`config.mk`:
```
export PLATFORM = sky130hd
export DESIGN_NAME = range_encoder_core
export DESIGN_NICKNAME = d
export VERILOG_FILES = /design/src/hdl/rec_pkg.sv /design/src/hdl/rec_front.sv /design/src/hdl/rec_engine.sv /design/src/hdl/rec_emit.sv /design/src/hdl/range_encoder_core.sv
export SDC_FILE = /design/constraint.sdc
export NUM_CORES = 2
export LEC_CHECK = 0
export BUFFER_PORTS_ARGS = -buffer_cell sky130_fd_sc_hd__buf_2
export CELL_PAD_IN_SITES_DETAIL_PLACEMENT = 1
export CELL_PAD_IN_SITES_GLOBAL_PLACEMENT = 2
export CORE_UTILIZATION = 47
export DETAILED_ROUTE_END_ITERATION = 10
export PLACE_DENSITY_LB_ADDON = 0.1
export SYNTH_ARGS = -nofsm -noshare
export SYNTH_HDL_FRONTEND = slang
export SYNTH_SLANG_ARGS = --single-unit
```
`constraint.sdc`:
```
create_clock -name i_clk -period 17.1 [get_ports i_clk]
set_input_delay 4.275 -clock i_clk [delete_from_list [all_inputs] [get_ports i_clk]]
set_output_delay 4.275 -clock i_clk [all_outputs]
set_load 0.01 [all_outputs]
```
`src/hdl/rec_pkg.sv`:
```
package rec_pkg;

    // Fixed widths and sizes
    localparam int unsigned CNT_W       = 6;
    localparam int unsigned PLAN_DEPTH  = 4;
    localparam int unsigned PLAN_IDX_W  = 2;
    localparam int unsigned SHIFT_W     = 2;
    localparam int unsigned QUEUE_DEPTH = 2;
    localparam int unsigned QPTR_W      = 1;
    localparam int unsigned QCNT_W      = 2;

    // Arithmetic constants
    localparam logic [31:0]        LEN_RENORM = 32'h00ffffff;
    localparam logic [31:0]        CUM_FULL   = 32'hffffffff;
    localparam logic [31:0]        BASE_RESET = 32'h00000000;
    localparam logic [31:0]        LEN_RESET  = 32'hffffffff;
    localparam logic [7:0]         BYTE_FF    = 8'hff;
    localparam logic [7:0]         BYTE_00    = 8'h00;
    localparam logic [SHIFT_W-1:0] MAX_SHIFTS = 2'd3;
    localparam logic               CMD_FLUSH  = 1'b1;

    typedef enum logic {
        OP_ENCODE,
        OP_FLUSH
    } t_op;

    typedef enum logic [2:0] {
        ENG_IDLE,
        ENG_MUL_HI,
        ENG_MUL_LO,
        ENG_UPDATE,
        ENG_RENORM,
        ENG_HANDOFF
    } t_eng_state;

    // Input transaction as seen on the ports
    typedef struct packed {
        logic        cmd;
        logic [31:0] sym_freq;
        logic [31:0] sym_cum_high;
    } t_enc_in;

    // Result transaction as seen on the ports
    typedef struct packed {
        logic [7:0] out_byte;
        logic       last;
        logic       pending_overflow;
    } t_enc_out;

    // Classified work item between front and engine
    typedef struct packed {
        t_op         op;
        logic [31:0] cum_high;
        logic [31:0] cum_low;
    } t_work;

    // One lead byte followed by count copies of 0xff or 0x00
    typedef struct packed {
        logic [7:0]       lead;
        logic             fill_ff;
        logic [CNT_W-1:0] count;
    } t_burst;

    // All results of one item
    typedef struct packed {
        t_burst [PLAN_DEPTH-1:0] bursts;
        logic [PLAN_IDX_W:0]     n_bursts;
        logic                    ovf;
    } t_plan;

endpackage

```
`src/hdl/rec_front.sv`:
```
module rec_front (
    input  logic            i_clk,
    input  logic            i_rst_n,
    input  logic            push,
    output logic            full,
    input  rec_pkg::t_enc_in i_item,
    output rec_pkg::t_work  o_work,
    output logic            o_work_valid,
    input  logic            i_work_take
);

    rec_pkg::t_work                  r_mem [rec_pkg::QUEUE_DEPTH];
    logic [rec_pkg::QPTR_W-1:0]      r_wr;
    logic [rec_pkg::QPTR_W-1:0]      r_rd;
    logic [rec_pkg::QCNT_W-1:0]      r_cnt;
    rec_pkg::t_work                  w_work;
    logic                            w_push;
    logic                            w_pop;

    // Classify the transaction and resolve the open upper bound
    always_comb begin
        w_work.op       = (i_item.cmd == rec_pkg::CMD_FLUSH) ? rec_pkg::OP_FLUSH
                                                             : rec_pkg::OP_ENCODE;
        w_work.cum_high = (i_item.sym_cum_high == 32'd0) ? rec_pkg::CUM_FULL
                                                         : i_item.sym_cum_high;
        w_work.cum_low  = w_work.cum_high - i_item.sym_freq;
    end

    assign full         = (r_cnt == rec_pkg::QCNT_W'(rec_pkg::QUEUE_DEPTH));
    assign w_push       = push && !full;
    assign w_pop        = i_work_take && (r_cnt != '0);
    assign o_work_valid = (r_cnt != '0);
    assign o_work       = r_mem[r_rd];

    // Store classified items
    always_ff @(posedge i_clk) begin
        if (w_push) begin
            r_mem[r_wr] <= w_work;
        end
    end

    // Advance pointers and occupancy
    always_ff @(posedge i_clk) begin
        if (!i_rst_n) begin
            r_wr  <= '0;
            r_rd  <= '0;
            r_cnt <= '0;
        end else begin
            if (w_push) begin
                r_wr <= r_wr + 1'b1;
            end
            if (w_pop) begin
                r_rd <= r_rd + 1'b1;
            end
            if (w_push && !w_pop) begin
                r_cnt <= r_cnt + 1'b1;
            end else if (w_pop && !w_push) begin
                r_cnt <= r_cnt - 1'b1;
            end
        end
    end

endmodule

```
`src/hdl/rec_engine.sv`:
```
module rec_engine #(
    parameter int unsigned PENDING_MAX = 60
) (
    input  logic           i_clk,
    input  logic           i_rst_n,
    input  rec_pkg::t_work i_work,
    input  logic           i_work_valid,
    output logic           o_work_take,
    output rec_pkg::t_plan o_plan,
    output logic           o_plan_valid,
    input  logic           i_plan_ready
);

    localparam logic [rec_pkg::CNT_W-1:0] PendMax = rec_pkg::CNT_W'(PENDING_MAX);

    rec_pkg::t_eng_state r_state, n_state;
    logic [31:0] r_base, n_base;
    logic [31:0] r_len, n_len;
    logic [7:0]  r_held, n_held;
    logic        r_held_valid, n_held_valid;
    logic [rec_pkg::CNT_W-1:0] r_pend, n_pend;
    logic [rec_pkg::SHIFT_W-1:0] r_shift, n_shift;
    logic [rec_pkg::PLAN_IDX_W:0] r_nb, n_nb;
    logic        r_ovf, n_ovf;
    logic [31:0] r_hi, n_hi;
    logic [31:0] r_lo, n_lo;
    logic [31:0] r_y, n_y;
    logic [31:0] r_x, n_x;
    rec_pkg::t_burst [rec_pkg::PLAN_DEPTH-1:0] r_bursts, n_bursts;

    logic [31:0] w_mul_b;
    logic [63:0] w_prod;
    logic [32:0] w_sum;
    logic [7:0]  w_byte;
    logic [rec_pkg::PLAN_IDX_W-1:0] w_slot;

    // Shared multiplier: upper bound first, lower bound next
    assign w_mul_b = (r_state == rec_pkg::ENG_MUL_HI) ? r_hi : r_lo;
    assign w_prod  = {32'd0, r_len} * {32'd0, w_mul_b};
    assign w_sum   = {1'b0, r_base} + {1'b0, r_x};
    assign w_byte  = r_base[31:24];
    assign w_slot  = r_nb[rec_pkg::PLAN_IDX_W-1:0];

    assign o_plan.bursts   = r_bursts;
    assign o_plan.n_bursts = r_nb;
    assign o_plan.ovf      = r_ovf;

    // Next state, interval update and byte bookkeeping
    always_comb begin
        n_state      = r_state;
        n_base       = r_base;
        n_len        = r_len;
        n_held       = r_held;
        n_held_valid = r_held_valid;
        n_pend       = r_pend;
        n_shift      = r_shift;
        n_nb         = r_nb;
        n_ovf        = r_ovf;
        n_hi         = r_hi;
        n_lo         = r_lo;
        n_y          = r_y;
        n_x          = r_x;
        n_bursts     = r_bursts;
        o_work_take  = 1'b0;
        o_plan_valid = 1'b0;
        case (r_state)
            rec_pkg::ENG_IDLE: begin
                if (i_work_valid) begin
                    o_work_take = 1'b1;
                    n_nb        = '0;
                    n_ovf       = 1'b0;
                    n_hi        = i_work.cum_high;
                    n_lo        = i_work.cum_low;
                    if (i_work.op == rec_pkg::OP_FLUSH) begin
                        // Release the held byte and its run of 0xff
                        if (r_held_valid) begin
                            n_bursts[0].lead    = r_held;
                            n_bursts[0].fill_ff = 1'b1;
                            n_bursts[0].count   = r_pend;
                            n_nb                = {{rec_pkg::PLAN_IDX_W{1'b0}}, 1'b1};
                        end
                        n_held_valid = 1'b0;
                        n_pend       = '0;
                        n_state      = rec_pkg::ENG_HANDOFF;
                    end else begin
                        n_state = rec_pkg::ENG_MUL_HI;
                    end
                end
            end
            rec_pkg::ENG_MUL_HI: begin
                n_y     = w_prod[63:32];
                n_state = rec_pkg::ENG_MUL_LO;
            end
            rec_pkg::ENG_MUL_LO: begin
                n_x     = w_prod[63:32];
                n_state = rec_pkg::ENG_UPDATE;
            end
            rec_pkg::ENG_UPDATE: begin
                n_base  = w_sum[31:0];
                n_len   = r_y - r_x;
                n_shift = '0;
                // Propagate a carry into the held bytes
                if (w_sum[32] && r_held_valid) begin
                    if (r_pend == '0) begin
                        n_held = r_held + 8'd1;
                    end else begin
                        n_bursts[w_slot].lead    = r_held + 8'd1;
                        n_bursts[w_slot].fill_ff = 1'b0;
                        n_bursts[w_slot].count   = r_pend - 1'b1;
                        n_nb                     = r_nb + 1'b1;
                        n_held                   = rec_pkg::BYTE_00;
                        n_pend                   = '0;
                    end
                end
                n_state = rec_pkg::ENG_RENORM;
            end
            rec_pkg::ENG_RENORM: begin
                if ((r_len < rec_pkg::LEN_RENORM) && (r_shift != rec_pkg::MAX_SHIFTS)) begin
                    // Shift out the top byte of the base
                    if (!r_held_valid) begin
                        n_held       = w_byte;
                        n_held_valid = 1'b1;
                        n_pend       = '0;
                    end else if ((w_byte == rec_pkg::BYTE_FF) && (r_pend < PendMax)) begin
                        n_pend = r_pend + 1'b1;
                    end else begin
                        if (w_byte == rec_pkg::BYTE_FF) begin
                            n_ovf = 1'b1;
                        end
                        n_bursts[w_slot].lead    = r_held;
                        n_bursts[w_slot].fill_ff = 1'b1;
                        n_bursts[w_slot].count   = r_pend;
                        n_nb                     = r_nb + 1'b1;
                        n_held                   = w_byte;
                        n_pend                   = '0;
                    end
                    n_base  = {r_base[23:0], 8'd0};
                    n_len   = {r_len[23:0], 8'd0};
                    n_shift = r_shift + 1'b1;
                end else begin
                    n_state = rec_pkg::ENG_HANDOFF;
                end
            end
            rec_pkg::ENG_HANDOFF: begin
                // Pass a finished plan with bursts to the emitter; an empty plan is dropped
                if (r_nb == '0) begin
                    n_state = rec_pkg::ENG_IDLE;
                end else if (i_plan_ready) begin
                    o_plan_valid = 1'b1;
                    n_state      = rec_pkg::ENG_IDLE;
                end
            end
            default: begin
                n_state = rec_pkg::ENG_IDLE;
            end
        endcase
    end

    // Control and interval state
    always_ff @(posedge i_clk) begin
        if (!i_rst_n) begin
            r_state      <= rec_pkg::ENG_IDLE;
            r_base       <= rec_pkg::BASE_RESET;
            r_len        <= rec_pkg::LEN_RESET;
            r_held       <= rec_pkg::BYTE_00;
            r_held_valid <= 1'b0;
            r_pend       <= '0;
            r_shift      <= '0;
            r_nb         <= '0;
            r_ovf        <= 1'b0;
        end else begin
            r_state      <= n_state;
            r_base       <= n_base;
            r_len        <= n_len;
            r_held       <= n_held;
            r_held_valid <= n_held_valid;
            r_pend       <= n_pend;
            r_shift      <= n_shift;
            r_nb         <= n_nb;
            r_ovf        <= n_ovf;
        end
    end

    // Operands, products and plan payload
    always_ff @(posedge i_clk) begin
        r_hi     <= n_hi;
        r_lo     <= n_lo;
        r_y      <= n_y;
        r_x      <= n_x;
        r_bursts <= n_bursts;
    end

endmodule

```
`src/hdl/rec_emit.sv`:
```
module rec_emit (
    input  logic              i_clk,
    input  logic              i_rst_n,
    input  rec_pkg::t_plan    i_plan,
    input  logic              i_plan_valid,
    output logic              o_plan_ready,
    output rec_pkg::t_enc_out o_result,
    output logic              o_empty,
    input  logic              i_pop
);

    rec_pkg::t_plan    r_plan, n_plan;
    rec_pkg::t_enc_out r_out, n_out;
    logic              r_out_valid, n_out_valid;
    logic              r_busy, n_busy;
    logic              r_in_fill, n_in_fill;
    logic [rec_pkg::PLAN_IDX_W-1:0] r_idx, n_idx;
    logic [rec_pkg::CNT_W-1:0]      r_rem, n_rem;

    rec_pkg::t_burst w_burst;
    logic            w_advance;
    logic            w_last_burst;
    logic            w_burst_end;
    logic [7:0]      w_byte;

    assign w_burst      = r_plan.bursts[r_idx];
    assign w_advance    = r_busy && (!r_out_valid || i_pop);
    assign w_last_burst = (({1'b0, r_idx} + 1'b1) == r_plan.n_bursts);
    assign o_plan_ready = !r_busy;
    assign o_result     = r_out;
    assign o_empty      = !r_out_valid;

    // Pick the next byte of the current burst
    always_comb begin
        if (!r_in_fill) begin
            w_byte      = w_burst.lead;
            w_burst_end = (w_burst.count == '0);
        end else begin
            w_byte      = w_burst.fill_ff ? rec_pkg::BYTE_FF : rec_pkg::BYTE_00;
            w_burst_end = (r_rem == rec_pkg::CNT_W'(1));
        end
    end

    // Stream bytes into the output register
    always_comb begin
        n_plan      = r_plan;
        n_out       = r_out;
        n_out_valid = r_out_valid;
        n_busy      = r_busy;
        n_in_fill   = r_in_fill;
        n_idx       = r_idx;
        n_rem       = r_rem;
        if (r_out_valid && i_pop) begin
            n_out_valid = 1'b0;
        end
        if (w_advance) begin
            n_out.out_byte         = w_byte;
            n_out.last             = w_last_burst && w_burst_end;
            n_out.pending_overflow = r_plan.ovf;
            n_out_valid            = 1'b1;
            if (w_burst_end) begin
                n_in_fill = 1'b0;
                n_idx     = r_idx + 1'b1;
                if (w_last_burst) begin
                    n_busy = 1'b0;
                end
            end else if (!r_in_fill) begin
                n_in_fill = 1'b1;
                n_rem     = w_burst.count;
            end else begin
                n_rem = r_rem - 1'b1;
            end
        end
        if (!r_busy && i_plan_valid) begin
            n_plan    = i_plan;
            n_busy    = 1'b1;
            n_idx     = '0;
            n_in_fill = 1'b0;
        end
    end

    // Control state
    always_ff @(posedge i_clk) begin
        if (!i_rst_n) begin
            r_out_valid <= 1'b0;
            r_busy      <= 1'b0;
            r_in_fill   <= 1'b0;
            r_idx       <= '0;
            r_rem       <= '0;
        end else begin
            r_out_valid <= n_out_valid;
            r_busy      <= n_busy;
            r_in_fill   <= n_in_fill;
            r_idx       <= n_idx;
            r_rem       <= n_rem;
        end
    end

    // Payload
    always_ff @(posedge i_clk) begin
        r_plan <= n_plan;
        r_out  <= n_out;
    end

endmodule

```
`src/hdl/range_encoder_core.sv`:
```
// Encode item: the engine steps through queue pop, upper and lower multiply, update, 0-3 shifts
// plus a check, and handoff. Flush: queue pop, then handoff. The engine takes a new item only
// once back in idle; it waits in handoff while the emitter still streams the previous plan
// at one byte per cycle while results are popped.
// Reset is synchronous, active low: queue emptied, base 0, length 0xffffffff, nothing held.
module range_encoder_core #(
    parameter int unsigned PENDING_MAX = 60
) (
    input  logic              i_clk,
    input  logic              i_rst_n,
    input  logic              push,
    output logic              full,
    input  rec_pkg::t_enc_in  i_item,
    output logic              empty,
    input  logic              pop,
    output rec_pkg::t_enc_out o_result
);

    rec_pkg::t_work w_work;
    logic           w_work_valid;
    logic           w_work_take;
    rec_pkg::t_plan w_plan;
    logic           w_plan_valid;
    logic           w_plan_ready;

    // Accept and classify
    rec_front u_front (
        .i_clk        (i_clk),
        .i_rst_n      (i_rst_n),
        .push         (push),
        .full         (full),
        .i_item       (i_item),
        .o_work       (w_work),
        .o_work_valid (w_work_valid),
        .i_work_take  (w_work_take)
    );

    // Interval arithmetic and carry resolution
    rec_engine #(
        .PENDING_MAX (PENDING_MAX)
    ) u_engine (
        .i_clk        (i_clk),
        .i_rst_n      (i_rst_n),
        .i_work       (w_work),
        .i_work_valid (w_work_valid),
        .o_work_take  (w_work_take),
        .o_plan       (w_plan),
        .o_plan_valid (w_plan_valid),
        .i_plan_ready (w_plan_ready)
    );

    // Byte streaming
    rec_emit u_emit (
        .i_clk        (i_clk),
        .i_rst_n      (i_rst_n),
        .i_plan       (w_plan),
        .i_plan_valid (w_plan_valid),
        .o_plan_ready (w_plan_ready),
        .o_result     (o_result),
        .o_empty      (empty),
        .i_pop        (pop)
    );

endmodule

```
# Word-level counts from Yosys, hierarchy flattened
# Memory sizes are Yosys's and may differ from the RTL's. A register that Yosys moved wholly into a read port is not among the register bits.
# Index checks and enable logic that the tools add are counted.
# totals
register_bits	365
mem_bits_rw	130
out_inout_bits	12
memories	1
# op_classes
add_sub_neg	15
n_mul	1
n_lt_le_gt_ge	5
eq_ne	22
n_mux	94
bitwise	2
n_reduce_logical	46
# memory_table
name	words	word_bits	read_ports	rd_clocked_by_memory_dff	wr	line_no	rtl
u_front.r_mem	2	65	1	1	1	rec_front.sv:12	rec_pkg::t_work r_mem [rec_pkg::QUEUE_DEPTH];
# op_table
cell	n
60-bit bitwise mux	6
60-bit 2-to-1 mux	5
32-bit 2-to-1 mux	4
32-bit one-hot mux with 2 select lines	2
15-bit demux with 2-bit select	3
45-bit one-hot mux with 2 select lines	1
15-bit 2-to-1 mux	5
32-bit by 32-bit multiplier with 64-bit output	1
32-bit subtractor	2
8-bit 2-to-1 mux	7
6-bit 2-to-1 mux	9
15-bit one-hot mux with 3 select lines	1
3-bit 2-to-1 mux	12
32-bit by 32-bit adder with 33-bit output	1
32-bit zero test	1
32-bit by 24-bit < comparator with 1-bit output (second input constant)	1
15-bit binary-select mux with 2-bit select	1
1-bit 2-to-1 mux	27
3-bit one-hot mux with 6 select lines	1
6-bit one-hot mux with 3 select lines	1
6-bit AND reduction	3
8-bit one-hot mux with 2 select lines	1
2-bit nonzero test	8
2-bit by 1-bit inequality test with 1-bit output (second input constant)	7
other kinds (38)	75

# Depth between registers and ports, before layout
# logic_depth
word_depth	11
mapped_depth	34
ltp_nobuf	31

# By module
# Synthesis repeated with hierarchy kept, for this count alone.
# unflattened
cells_unflattened	5688
area_unflattened_um2	57258.7
# by_module_without_submodules
module	n_inst	cells_per_inst	area_each_um2	seq_area_each_um2
rec_engine	1	4945	46809.9	7407.1
rec_front	1	551	7055.5	4003.8
rec_emit	1	192	3393.3	2442.3

# Worst setup path before layout
# No wires, ideal clock.
# synth_path
path_kind	reg-to-reg
start	reg u_engine.r_state[2]
end	reg u_engine.r_x[29], data pin
setup_time_ps	266
arrival_time_ps	9123
t_required_ps	16834
slack_ps	7711
path_stages_with_launch	29
cell_sequence	dfxtp_1 -> buf_2 -> nor3b_4 -> clkbuf_1 -> mux2i_1 -> clkbuf_1 -> nor2b_1 -> fa_1 -> fa_1 -> inv_1 -> fa_1 -> fa_1 -> inv_1 -> fa_1 -> fa_1 -> fa_1 -> fa_1 -> ha_1 -> a2111oi_0 -> o21ai_0 -> a21boi_0 -> o21ai_0 -> a221oi_2 -> a2111oi_4 -> o21ai_1 -> a21oi_2 -> a211oi_1 -> o21bai_1 -> xor2_1
# synth_via
elab_chain_len	3
# synth_lines
element	line_no	rtl
start, declared	rec_engine.sv:16	rec_pkg::t_eng_state r_state, n_state;
start signal, assigned	rec_engine.sv:162	r_state <= rec_pkg::ENG_IDLE;
start signal, assigned	rec_engine.sv:172	r_state <= n_state;
3-bit by 1-bit == test with 1-bit output	rec_engine.sv:38	assign w_mul_b = (r_state == rec_pkg::ENG_MUL_HI) ? r_hi : r_lo;
32-bit 2-to-1 mux	rec_engine.sv:38	
32-bit by 32-bit multiplier with 64-bit output	rec_engine.sv:39	assign w_prod = {32'd0, r_len} * {32'd0, w_mul_b};
net u_engine.w_prod[61]	rec_engine.sv:32	logic [63:0] w_prod;
end signal, assigned	rec_engine.sv:189	r_x <= n_x;
end, declared	rec_engine.sv:28	logic [31:0] r_x, n_x;
# The timed path passes the listed nets, and every way through them passes these cells.
# A chain may end at the register's enable or synchronous reset.

# Worst setup path in the final report
# layout_path
start	reg u_engine.r_state[0]
end	reg u_engine.r_y[31], data pin
# layout_via
elab_chain_len	3
# layout_lines
element	line_no	rtl
3-bit by 1-bit == test with 1-bit output	rec_engine.sv:38	
32-bit 2-to-1 mux	rec_engine.sv:38	
32-bit by 32-bit multiplier with 64-bit output	rec_engine.sv:39	
net u_engine.w_prod[63]	rec_engine.sv:32	
end signal, assigned	rec_engine.sv:188	r_y <= n_y;
end, declared	rec_engine.sv:27	logic [31:0] r_y, n_y;
# The timed path passes the listed nets, and every way through them passes these cells.

==> impl_metrics.toml <==
[die]
die_x_um = 349
core_sq_um = 120000
row_count = 127
ios = 81
start_util = 0.473
die_h_um = 349
dieArea_sq_um = 122000

[synthesis]
synth-seq-cells = 496
synthesis.area_sq_um = 56700
synth_edf_count = 392
async_reset_ff_frac = 0
synth_cell_types = 79
synth_cells = 5628
ys.flop_type = "edfxtp_1"
ys_warn_count = 0
synth_nets = 6962
avgSynthCellArea_sq_um = 10.1
synth.area.top_cells = "fa_1 32%, edfxtp_1 21%, ha_1 8.1%"
synth.top_cell.area_share = 0.317
synth_area_leader_cell = "fa_1"
synth-seq-area-share = 0.244

[timing]
rsz0062_at_grt = "false"
period_needed_ns = 10.54
slew_violations = 0
tns_ns = 0
worstMarginPinSlew_ns = 1.30
period_share = 0.616
finalSetupViolCount = 0
clock_skew_ns = 0.0647
hold_violations = 0
fmax_mhz = 94.9
slew_headroom = 0.135

[setup_path]
required_ns = 17.51
worst_path_max_delay_cell = "mux2_2"
cpMostUsedCell = "fa_1"
r2r_start = "u_engine.r_state[0]$_SDFFE_PN0P_"
cp-start-kind = "flip-flop"
crit_path_start = "u_engine.r_state[0]$_SDFFE_PN0P_"
worstPathMaxFanout = 33
r2r_cells = 26
cp-end-kind = "flip-flop"
max_stage_delay_ns = 1.06
crit_type = "flip-flop to flip-flop"
cp.arrival_ns = 10.95

[drt]
remaining_drc_errors = 0
wirelength_um = 179000
num_vias = 40100
postRouteAntennaNets = 0
wl_per_cell_um = 24.8
vias_per_cell = 5.57
firstDrtPassIters = 5
drt_iter0_drc = 2690

[clock_network]
cts.sinks = 496
cts_hold_buffers = 0
root_buffer = "clkbuf_16"
h-tree-depth = 2
cts_buffers = 55
clock_latency_ns = 0.67
cts_resized = 0
clk_pin_slew_ns = 0.06
cts_buffer_depth = 3
cts_tree = "done"
postCtsSetupRepairBufs = 0

[cells_and_area]
final_cell_mix = "989 x inv_1, 898 x fa_1, 589 x nand2_1, 520 x and2_1, 392 x edfxtp_1"
drive_above_1_share = 0.0762
layoutNonFillerInstCount = 7193
final_common_cell = "inv_1"
final_nets = 6868
syn_to_final_growth_pct = 6.94

[worst_hold_path]
hp-start = "u_engine.o_plan[59]$_DFFE_PP_"
min_path_type = "flip-flop to flip-flop"
worstHoldPathCells = 0

[global_routing]
grtUsageTotal = 0.299
grt_max_degree = 65
grt_pass1_wl_um = 273000
overflow = 0
grt_pass1_vias = 44000
antenna_found_initial = 10

[placed_design]
hpwl_um = 129000
dpl.cell_count = 7089
io_buffers = 80
gp_routability_congestion = 0.888

[outcome]
status = "complete, no violations"

[job]
cap_viol_max_count = 0
==> per-layer routing <==
metal	track usage	routed length (um)	vias up
met2	0.496	84900	1009
met1	0.418	79500	21300
met4	0.0661	3910	0
met3	0.0401	10300	201
li1	-	-	17600
met5	0	0	-
==> synth_stat cells, types with 15 or more instances <==
master and instances:
and3_1 26, nand2b_1 32, o21a_1 20, xnor2_1 80
a211oi_1 21, inv_1 990, xor2_1 59, edfxtp_1 392
nor3_1 32, dfxtp_1 104, and2_1 521, mux2_2 96
nor2_1 166, nor2b_1 121, o211ai_1 16, a31oi_1 20
mux4_2 15, nand4_1 34, o21ai_0 126, or2_2 35
clkbuf_1 284, or3_1 22, nand2_1 591, a21o_1 93
nand3_1 62, a21oi_1 191, o21bai_1 18, fa_1 898
ha_1 367, nor4_1 15
==> path summary, 6_finish.rpt <==
| check | endpoint | slack, ns |
|---|---|---|
| setup / recovery | u_engine.r_y[31]$_DFFE_PP_ | 6.56 |
| setup reg to reg | u_engine.r_y[31]$_DFFE_PP_ | 6.56 |
| hold reg to reg | u_emit.r_plan[59]$_DFFE_PP_ | 0.41 |
| hold / removal | u_emit.r_plan[59]$_DFFE_PP_ | 0.41 |
==> logic make-up (layout without fill, tap and decap cells) <==
family	after synthesis	after routing	synth area share
AOI/OAI and AO/OA	637	637	0.0732
xor gates and xnor gates	139	139	0.0215
adders and majority gates	1265	1265	0.398
buffers and inverters	1292	1243	0.0857
DFF	496	496	0.244
muxes	121	121	0.0268
other	0	2	0
and+or+nand+nor	1678	1678	0.151
==> layout make-up <==
cell class / instances / area (sq um)
sequential: 496 / 13900
clock inverter: 39 / 628
timing repair buffer: 150 / 926
multi-input combinational: 3840 / 38100
inverter: 991 / 3720
fill: 13300 / 59200
antenna: 2 / 5.00
tap: 1612 / 2020
clock buffer: 63 / 1420
==> registers in the layout, summed over array words and instances (netlist names), 8 cells and up, named ones only <==
register         count
u_engine.r_len      32
u_engine.r_x        32
u_engine.r_base     32
u_engine.r_hi       32
u_engine.o_plan     60
u_front.r_mem      130
u_engine.r_lo       32
u_engine.r_held      8
u_engine.r_y        32
u_emit.r_plan       64
u_emit.o_result     10
==> through the flow <==
stage,area [sq um],util,hold slack [ns],setup WS (ns)
global placement,58600,0.489,0.401,6.78
global route,60600,0.506,0.420,6.11
finish,60600,0.506,0.413,6.56
CTS,60600,0.506,0.417,6.61
detailed placement,58600,0.489,0.405,6.60
floorplan,56700,-,0.400,7.71
==> worst max-delay path: cells and delay by family (launching register included) <==
family / cells / cell delay, ns
mux: 1 / 1.06
simple gates: 5 / 1.07
compound gates: 5 / 1.55
fa+ha+maj: 9 / 4.49
flops: 1 / 0.54
buf+inv: 5 / 1.27
xor+xnor: 1 / 0.14
Power is not shown: default switching activity piles up to over one toggle a cycle in this logic, so the estimate is an artifact.
